===== config.mk =====
export PLATFORM = sky130hd
export DESIGN_NAME = dual_motor_ramp_relay_reverse
export DESIGN_NICKNAME = d
export VERILOG_FILES = /design/src/hw/rtl/dmrr_pkg.sv /design/src/hw/rtl/dmrr_lane.sv /design/src/hw/rtl/dmrr_merge.sv /design/src/hw/rtl/dual_motor_ramp_relay_reverse.sv
export VERILOG_INCLUDE_DIRS = /design/src /design/src/hw/rtl
export SDC_FILE = /design/constraint.sdc
export NUM_CORES = 1
export LEC_CHECK = 0
export ABC_AREA = 1
export BUFFER_PORTS_ARGS = -buffer_cell sky130_fd_sc_hd__buf_2
export CAP_MARGIN = 10
export CORE_MARGIN = 2
export CORE_UTILIZATION = 45
export CTS_CLUSTER_DIAMETER = 60
export DETAILED_ROUTE_END_ITERATION = 7
export HOLD_SLACK_MARGIN = 0.12
export PLACE_DENSITY = 0.6
export SLEW_MARGIN = 0
export SYNTH_ARGS = -nofsm -noshare
export SYNTH_HDL_FRONTEND = slang
export SYNTH_SLANG_ARGS = --single-unit

===== constraint.sdc =====
create_clock -name i_clk -period 10.65 [get_ports i_clk]
set_input_delay 2.13 -clock i_clk [delete_from_list [all_inputs] [get_ports i_clk]]
set_output_delay 2.13 -clock i_clk [all_outputs]
set_load 0.05 [all_outputs]

===== src/hw/rtl/dual_motor_ramp_relay_reverse_macros.svh =====
// Assertion macros shared by the ramp and relay block.
`ifndef DUAL_MOTOR_RAMP_RELAY_REVERSE_MACROS_SVH
`define DUAL_MOTOR_RAMP_RELAY_REVERSE_MACROS_SVH

// Same-cycle implication, checked on every rising edge outside reset.
`define DMRR_ASSERT_NOW(label, ante, cons, msg) \
    label: assert property (@(posedge i_clk) disable iff (!i_rst_n) \
        (ante) |-> (cons)) else $error(msg);

// Next-cycle implication, checked on every rising edge outside reset.
`define DMRR_ASSERT_NEXT(label, ante, cons, msg) \
    label: assert property (@(posedge i_clk) disable iff (!i_rst_n) \
        (ante) |=> (cons)) else $error(msg);

`endif


===== src/hw/rtl/dmrr_pkg.sv =====
// Types and constants of the dual motor ramp and relay block.
package dmrr_pkg;

    localparam int SPEED_W   = 9;
    localparam int STEP_W    = 7;
    localparam int WAIT_W    = 8;
    localparam int BOUND_W   = 8;
    localparam int CMP_W     = 8;
    localparam int CFG_IDX_W = 2;
    localparam int CFG_DATA_W = 8;

    localparam logic [CFG_IDX_W-1:0] REG_RAMP_STEP  = 2'd0;
    localparam logic [CFG_IDX_W-1:0] REG_RELAY_WAIT = 2'd1;
    localparam logic [CFG_IDX_W-1:0] REG_RAMP_BOUND = 2'd2;

    localparam logic [STEP_W-1:0]  RAMP_STEP_RST  = 7'd25;
    localparam logic [WAIT_W-1:0]  RELAY_WAIT_RST = 8'd7;
    localparam logic [BOUND_W-1:0] RAMP_BOUND_RST = 8'd127;

    localparam logic [CMP_W-1:0] COMPARE_OFF = 8'hFF;

    typedef struct packed {
        logic [STEP_W-1:0]  ramp_step;
        logic [WAIT_W-1:0]  relay_wait;
        logic [BOUND_W-1:0] ramp_bound;
    } t_cfg;

    typedef struct packed {
        logic [CMP_W-1:0] compare;
        logic             relay_dir;
        logic             settling;
    } t_lane_res;

endpackage


===== src/hw/rtl/dmrr_lane.sv =====
// One motor channel: slew-limited speed, relay reversal and settling count.
module dmrr_lane (
    input  logic                              i_clk,
    input  logic                              i_rst_n,
    input  dmrr_pkg::t_cfg                    i_cfg,
    input  logic                              i_en,
    input  logic signed [dmrr_pkg::SPEED_W-1:0] i_target,
    output dmrr_pkg::t_lane_res               o_res
);
    import dmrr_pkg::*;

    localparam int XW = SPEED_W + 2;

    logic signed [SPEED_W-1:0] r_speed, n_speed;
    logic                      r_wait, n_wait;
    logic [WAIT_W-1:0]         r_count, n_count;
    logic                      r_dir, n_dir;
    logic [CMP_W-1:0]          r_duty, n_duty;

    logic signed [XW-1:0] speed_x, tgt_x, step_x, bound_x, sum_x, next_x;
    logic [SPEED_W:0]     abs_next;
    logic [CMP_W-1:0]     mag;

    always_comb begin
        speed_x = XW'(r_speed);
        tgt_x   = XW'(i_target);
        step_x  = $signed({{(XW-STEP_W){1'b0}}, i_cfg.ramp_step});
        bound_x = $signed({{(XW-BOUND_W){1'b0}}, i_cfg.ramp_bound});
        sum_x   = speed_x;
        next_x  = speed_x;
        if (speed_x < tgt_x) begin
            sum_x = speed_x + step_x;
            if (sum_x < -bound_x) begin
                next_x = -bound_x;
            end else if (sum_x > tgt_x) begin
                next_x = tgt_x;
            end else begin
                next_x = sum_x;
            end
        end else if (speed_x > tgt_x) begin
            sum_x = speed_x - step_x;
            if (sum_x < tgt_x) begin
                next_x = tgt_x;
            end else if (sum_x > bound_x) begin
                next_x = bound_x;
            end else begin
                next_x = sum_x;
            end
        end
        // |2*next| saturates at 255 once |next| reaches 128
        abs_next = next_x[XW-1] ? (SPEED_W+1)'(0) - next_x[SPEED_W:0]
                                : next_x[SPEED_W:0];
        if (abs_next[SPEED_W:CMP_W-1] != '0) begin
            mag = COMPARE_OFF;
        end else begin
            mag = {abs_next[CMP_W-2:0], 1'b0};
        end

        n_speed = r_speed;
        n_wait  = r_wait;
        n_count = r_count;
        n_dir   = r_dir;
        n_duty  = r_duty;
        if (r_wait) begin
            if (r_count < i_cfg.relay_wait) begin
                n_count = r_count + 1'b1;
            end else begin
                n_count = '0;
                n_wait  = 1'b0;
            end
        end else begin
            n_speed = next_x[SPEED_W-1:0];
            if (r_speed[SPEED_W-1] != next_x[XW-1]) begin
                n_duty = COMPARE_OFF;
                n_dir  = ~r_dir;
                n_wait = 1'b1;
            end else begin
                n_duty = COMPARE_OFF - mag;
            end
        end
    end

    always_ff @(posedge i_clk) begin
        if (!i_rst_n) begin
            r_speed <= '0;
            r_wait  <= 1'b0;
            r_count <= '0;
            r_dir   <= 1'b0;
            r_duty  <= COMPARE_OFF;
        end else if (i_en) begin
            r_speed <= n_speed;
            r_wait  <= n_wait;
            r_count <= n_count;
            r_dir   <= n_dir;
            r_duty  <= n_duty;
        end
    end

    assign o_res.compare   = n_duty;
    assign o_res.relay_dir = n_dir;
    assign o_res.settling  = n_wait;

endmodule


===== src/hw/rtl/dmrr_merge.sv =====
// Merge stage: joins both lane results into one beat behind a skid register.
module dmrr_merge (
    input  logic                i_clk,
    input  logic                i_rst_n,
    input  logic                i_push,
    input  dmrr_pkg::t_lane_res i_res_a,
    input  dmrr_pkg::t_lane_res i_res_b,
    output logic                o_full,
    output logic                o_valid,
    input  logic                i_stall,
    output dmrr_pkg::t_lane_res o_res_a,
    output dmrr_pkg::t_lane_res o_res_b
);
    import dmrr_pkg::*;

    logic      r_valid, r_skid_valid;
    t_lane_res r_main_a, r_main_b, r_skid_a, r_skid_b;
    logic      pop;

    assign pop = r_valid && !i_stall;

    always_ff @(posedge i_clk) begin
        if (!i_rst_n) begin
            r_valid      <= 1'b0;
            r_skid_valid <= 1'b0;
        end else if (r_skid_valid) begin
            // upstream is held off; drain the skid into the main slot
            if (pop) begin
                r_skid_valid <= 1'b0;
            end
        end else if (i_push) begin
            if (!r_valid || pop) begin
                r_valid <= 1'b1;
            end else begin
                r_skid_valid <= 1'b1;
            end
        end else if (pop) begin
            r_valid <= 1'b0;
        end
    end

    always_ff @(posedge i_clk) begin
        if (r_skid_valid) begin
            if (pop) begin
                r_main_a <= r_skid_a;
                r_main_b <= r_skid_b;
            end
        end else if (i_push) begin
            if (!r_valid || pop) begin
                r_main_a <= i_res_a;
                r_main_b <= i_res_b;
            end else begin
                r_skid_a <= i_res_a;
                r_skid_b <= i_res_b;
            end
        end
    end

    assign o_full  = r_skid_valid;
    assign o_valid = r_valid;
    assign o_res_a = r_main_a;
    assign o_res_b = r_main_b;

endmodule


===== src/hw/rtl/dual_motor_ramp_relay_reverse.sv =====
// Top level of the dual motor slew limiter with relay reversal dead time.
//
// Usage:
//   Input channel: one beat per timer tick carries i_target_a and
//   i_target_b; it is taken on a rising edge with i_valid high and
//   o_stall low. Output channel: one beat per input beat carries the
//   compare, relay direction and settling flag of both motors; it is
//   taken on a rising edge with o_valid high and i_stall low.
//   Both motors run in lanes of their own, side by side, and the merge
//   stage packs their results into one output beat.
//   Registers: each result lands in the merge output slot, or in the skid while that slot is held.
//   Throughput: one beat per cycle while o_stall is low; each lane updates its speed, count
//   and relay state in a single add-clamp-compare step per beat.
//   Stall: a skid register behind the output slot absorbs one extra beat,
//   so o_stall rises only when both slots hold results; it falls as soon
//   as the receiver takes a beat.
//   Reset (i_rst_n low, synchronous): speeds zero, run mode, relays at 0,
//   compares at 255 (off), output empty, registers at their defaults.
//   Configuration: write i_cfg_data to register i_cfg_idx while i_cfg_we
//   is high; write only while the block is idle. Unused indexes are ignored.
module dual_motor_ramp_relay_reverse (
    input  logic                                 i_clk,
    input  logic                                 i_rst_n,
    input  logic                                 i_cfg_we,
    input  logic [dmrr_pkg::CFG_IDX_W-1:0]       i_cfg_idx,
    input  logic [dmrr_pkg::CFG_DATA_W-1:0]      i_cfg_data,
    input  logic                                 i_valid,
    output logic                                 o_stall,
    input  logic signed [dmrr_pkg::SPEED_W-1:0]  i_target_a,
    input  logic signed [dmrr_pkg::SPEED_W-1:0]  i_target_b,
    output logic                                 o_valid,
    input  logic                                 i_stall,
    output logic [dmrr_pkg::CMP_W-1:0]           o_compare_a,
    output logic [dmrr_pkg::CMP_W-1:0]           o_compare_b,
    output logic                                 o_relay_dir_a,
    output logic                                 o_relay_dir_b,
    output logic                                 o_settling_a,
    output logic                                 o_settling_b
);
    import dmrr_pkg::*;

    `include "dual_motor_ramp_relay_reverse_macros.svh"

    t_cfg      r_cfg;
    t_lane_res res_a, res_b, out_a, out_b;
    logic      accept;
    logic      full;

    // Hold configuration registers; ignore writes to unused indexes.
    always_ff @(posedge i_clk) begin
        if (!i_rst_n) begin
            r_cfg.ramp_step  <= RAMP_STEP_RST;
            r_cfg.relay_wait <= RELAY_WAIT_RST;
            r_cfg.ramp_bound <= RAMP_BOUND_RST;
        end else if (i_cfg_we) begin
            case (i_cfg_idx)
                REG_RAMP_STEP:  r_cfg.ramp_step  <= i_cfg_data[STEP_W-1:0];
                REG_RELAY_WAIT: r_cfg.relay_wait <= i_cfg_data[WAIT_W-1:0];
                REG_RAMP_BOUND: r_cfg.ramp_bound <= i_cfg_data[BOUND_W-1:0];
                default: ;
            endcase
        end
    end

    // Advance both lanes on every accepted beat.
    assign o_stall = full;
    assign accept  = i_valid && !full;

    dmrr_lane u_lane_a (
        .i_clk    (i_clk),
        .i_rst_n  (i_rst_n),
        .i_cfg    (r_cfg),
        .i_en     (accept),
        .i_target (i_target_a),
        .o_res    (res_a)
    );

    dmrr_lane u_lane_b (
        .i_clk    (i_clk),
        .i_rst_n  (i_rst_n),
        .i_cfg    (r_cfg),
        .i_en     (accept),
        .i_target (i_target_b),
        .o_res    (res_b)
    );

    dmrr_merge u_merge (
        .i_clk   (i_clk),
        .i_rst_n (i_rst_n),
        .i_push  (accept),
        .i_res_a (res_a),
        .i_res_b (res_b),
        .o_full  (full),
        .o_valid (o_valid),
        .i_stall (i_stall),
        .o_res_a (out_a),
        .o_res_b (out_b)
    );

    assign o_compare_a   = out_a.compare;
    assign o_compare_b   = out_b.compare;
    assign o_relay_dir_a = out_a.relay_dir;
    assign o_relay_dir_b = out_b.relay_dir;
    assign o_settling_a  = out_a.settling;
    assign o_settling_b  = out_b.settling;

    // A beat taken while the output slot is stuck must land in the skid.
    `DMRR_ASSERT_NEXT(a_skid_fill, i_valid && !o_stall && o_valid && i_stall, o_stall, "skid not filled")
    // A settling motor is always shown switched off.
    `DMRR_ASSERT_NOW(a_off_a, o_valid && o_settling_a, o_compare_a == COMPARE_OFF, "motor A on while settling")
    `DMRR_ASSERT_NOW(a_off_b, o_valid && o_settling_b, o_compare_b == COMPARE_OFF, "motor B on while settling")

endmodule

==> impl_metrics.tcl <==
set metrics [dict create \
    h-tree-depth 4 \
    fin_skew_ns 0.02143 \
    netlist_instances 1568 \
    wl_mm 34.03 \
    fin_tns_setup_ns 0 \
    die_h_um 159.7 \
    ys_async_sr_fraction_pct 0 \
    start_kind "flip-flop" \
    grt-ovfl-total 0 \
    boundaryPins 55 \
    clock_sinks 119 \
    period_minus_slack_ns 5.330 \
    synthTopCellsByArea "ha_1 16%, dfxtp_1 15%, nand2_1 14%" \
    postSynthAreaPerCell_um2 6.954 \
    yosysMostFrequentCell "nand2_1" \
    critPathSlowestCell "dfxtp_1" \
    synth-seq-area-share_pct 25.52 \
    cp-end-kind "flip-flop" \
    port_buffers 54 \
    cts-root-buf "clkbuf_16" \
    antenna_found_initial 0 \
    cts_tree "yes" \
    irDropWorstVdd_mv 0.1175 \
    grt_usage_pct 26.86 \
    power_switching_mw 2.269 \
    internal_power_mw 1.894 \
    wl_per_cell_um 17.49 \
    post_cts_buffers 0 \
    critPathKind "flip-flop to flip-flop" \
    grt_pass1_vias 9934 \
    min_path_type "flip-flop to flip-flop" \
    die_width_um 159.7 \
    syn_nets 1746 \
    finalSetupViolations 0 \
    crit_top_cell "nand2_1" \
    grt_start_max_net_pins 36 \
    rows 56 \
    syn_area_um2 10900 \
    ys_seq_elements 119 \
    final_layout_size_suffix_gt1_share_pct 12.42 \
    core_um2 23610 \
    synth_ff_type "dfxtp_1" \
    yosysUniqueCellTypes 50 \
    ant_nets 0 \
    start_util_pct 46.18 \
    insertedDiodeCount 0 \
    fin_area_um2 12050 \
    synth_top_area_share_pct 16.18 \
    p_sw_share_pct 54.50 \
    synth-edff-count 40 \
    yosys_warnings 0 \
    viasPerCell 5.358 \
    clk_latency_ns 0.43 \
    cts_buffers 17 \
    pwr-share-clk_pct 14.2 \
    worst_pin_slew_ns 0.9419 \
    place_area_um2 11460 \
    synth_top_area_cell "ha_1" \
    fmax_mhz 187.6 \
    grt_pass1_wl_mm 54.01 \
    relSlewSlack_pct 36.79 \
    dr.pass1.iters 6 \
    clkSlewWorstSetupHoldPaths_ns 0.06 \
    gp_congestion 0.9617 \
    power.density_nw_per_um2 345.4 \
    ctsHoldBuffers 0 \
    crit_path_max_incr_delay_ns 0.47 \
    synth_top_cells_by_count "406 x nand2_1, 189 x inv_1, 146 x a21oi_1, 141 x ha_1, 106 x nand3_1" \
    dieArea_um2 25490 \
    p_leak_nw 6.060 \
    syn_to_final_growth_pct 10.53 \
    drt_iter0_markers 655 \
    fin_nets 1792 \
    rsz0062_at_grt "no" \
    hold_ws_ns 0.4612 \
    critPathArrivalTime_ns 5.62 \
    finalCritPeriodShare_pct 50.05 \
    cts_resized 0 \
    clockBufferDepth 2 \
    outcome "finished clean" \
    finalHoldViolCount 0 \
    slew_violations 0 \
    drc_errors 0 \
    p_seq_share_pct 18.0 \
    cp_data_required_time_ns 10.94 \
    worst-path-max-fanout 11 \
    combPwrFrac_pct 67.8 \
    vias 10430 \
    dp_hpwl_mm 26.74 \
    maxCapViolCount 0 \
]
## sequential cells by signal, indices dropped and copies added, names as in the netlist
name,cells
u_merge.o_valid,1
u_lane_a.r_duty,8
u_merge.r_skid_a,10
u_lane_b.r_dir,1
u_merge.o_res_b,10
u_lane_a.r_dir,1
r_cfg,23
u_lane_a.r_count,8
u_lane_b.r_wait,1
u_lane_b.r_duty,8
u_lane_a.r_speed,9
u_merge.o_full,1
u_lane_b.r_speed,9
u_lane_a.r_wait,1
u_merge.r_skid_b,10
u_merge.o_res_a,10
u_lane_b.r_count,8
## cell usage in the layout, fill, tap and decap left out, types with 9 or more instances in the layout
master and count:
nor3_1 11, edfxtp_1 40, inv_1 189, xnor2_1 9
dfxtp_1 79, a21oi_1 145, nand4_1 19, buf_2 54
nand2_1 406, ha_1 141, nor2_1 82, nand3_2 11
o211ai_1 21, nand2_2 39, nor2_2 9, clkbuf_16 17
o21ai_1 23, o21bai_1 14, nand3_1 106, xor2_1 39
o21ai_0 59, inv_2 24
## power groups by stage
stage | clock, mW | sequential [mW] | combinational, mW
global placement | 0 | 0.758 | 2.77
finish | 0.590 | 0.750 | 2.82
CTS | 0.598 | 0.750 | 2.80
floorplan | 0 | 0.867 | 2.02
global route | 0.615 | 0.763 | 3.16
detailed placement | 0 | 0.759 | 2.79
## routing by layer
layer | global-route usage, % | vias up | wire, um
met4 | 9.876 | 0 | 1127
li1 | - | 5286 | -
met1 | 34.38 | 4796 | 15230
met2 | 46.26 | 278 | 16190
met5 | 0 | - | 0
met3 | 3.506 | 67 | 1482
## final cells by class
cell class                      count  area (um2)
Multi-Input combinational cell   1198        7137
Sequential cell                   119        2783
Clock inverter                     15       165.2
Inverter                          216       813.3
Clock buffer                       17       425.4
Tap cell                          319       399.1
Timing Repair Buffer               62       330.3
Fill cell                        2444       11560
## critical path: cells and delay by family, from the launching register on
kind / cells / cell delay (ns)
simple gates: 23 / 2.64
flops: 1 / 0.47
buf+inv: 4 / 0.64
fa+ha+maj: 3 / 0.82
compound gates: 4 / 0.61
## through the flow
| step | cells | setup slack, ns | utilization, % | power, mW |
|---|---|---|---|---|
| finish | 1946 | 5.320 | 51.04 | 4.163 |
| global placement | 1914 | 5.031 | 48.54 | 3.523 |
| floorplan | 1568 | 5.767 | - | 2.884 |
| global route | 1946 | 4.611 | 51.04 | 4.540 |
| detailed placement | 1914 | 4.954 | 48.54 | 3.547 |
| CTS | 1946 | 5.330 | 51.04 | 4.152 |
## worst paths after layout
check,start,to,slack [ns],cells past startpoint
worst max-delay path,r_cfg[17]$_SDFFE_PN0P_,u_merge.o_res_a[9]$_DFFE_PP_,5.32,34
worst max register to register,r_cfg[17]$_SDFFE_PN0P_,u_merge.o_res_a[9]$_DFFE_PP_,5.32,34
worst min register to register,u_lane_b.r_duty[6]$_SDFFE_PN1P_,u_lane_b.r_duty[6]$_SDFFE_PN1P_,0.46,2
worst min-delay path,u_lane_b.r_duty[6]$_SDFFE_PN1P_,u_lane_b.r_duty[6]$_SDFFE_PN1P_,0.46,2
## cell families (layout without fill, tap and decap cells)
kind of cell	Yosys count	count (layout)	share of synthesized area (%)
XOR/XNOR	48	48	3.855
AO/OA/AOI/OAI	295	295	15.33
adder cells (fa/ha/maj)	145	145	16.91
flip-flops	119	119	25.52
buffers and inverters	251	310	9.065
AND/OR/NAND/NOR	710	710	29.32
(Power assumes the default switching activity.)
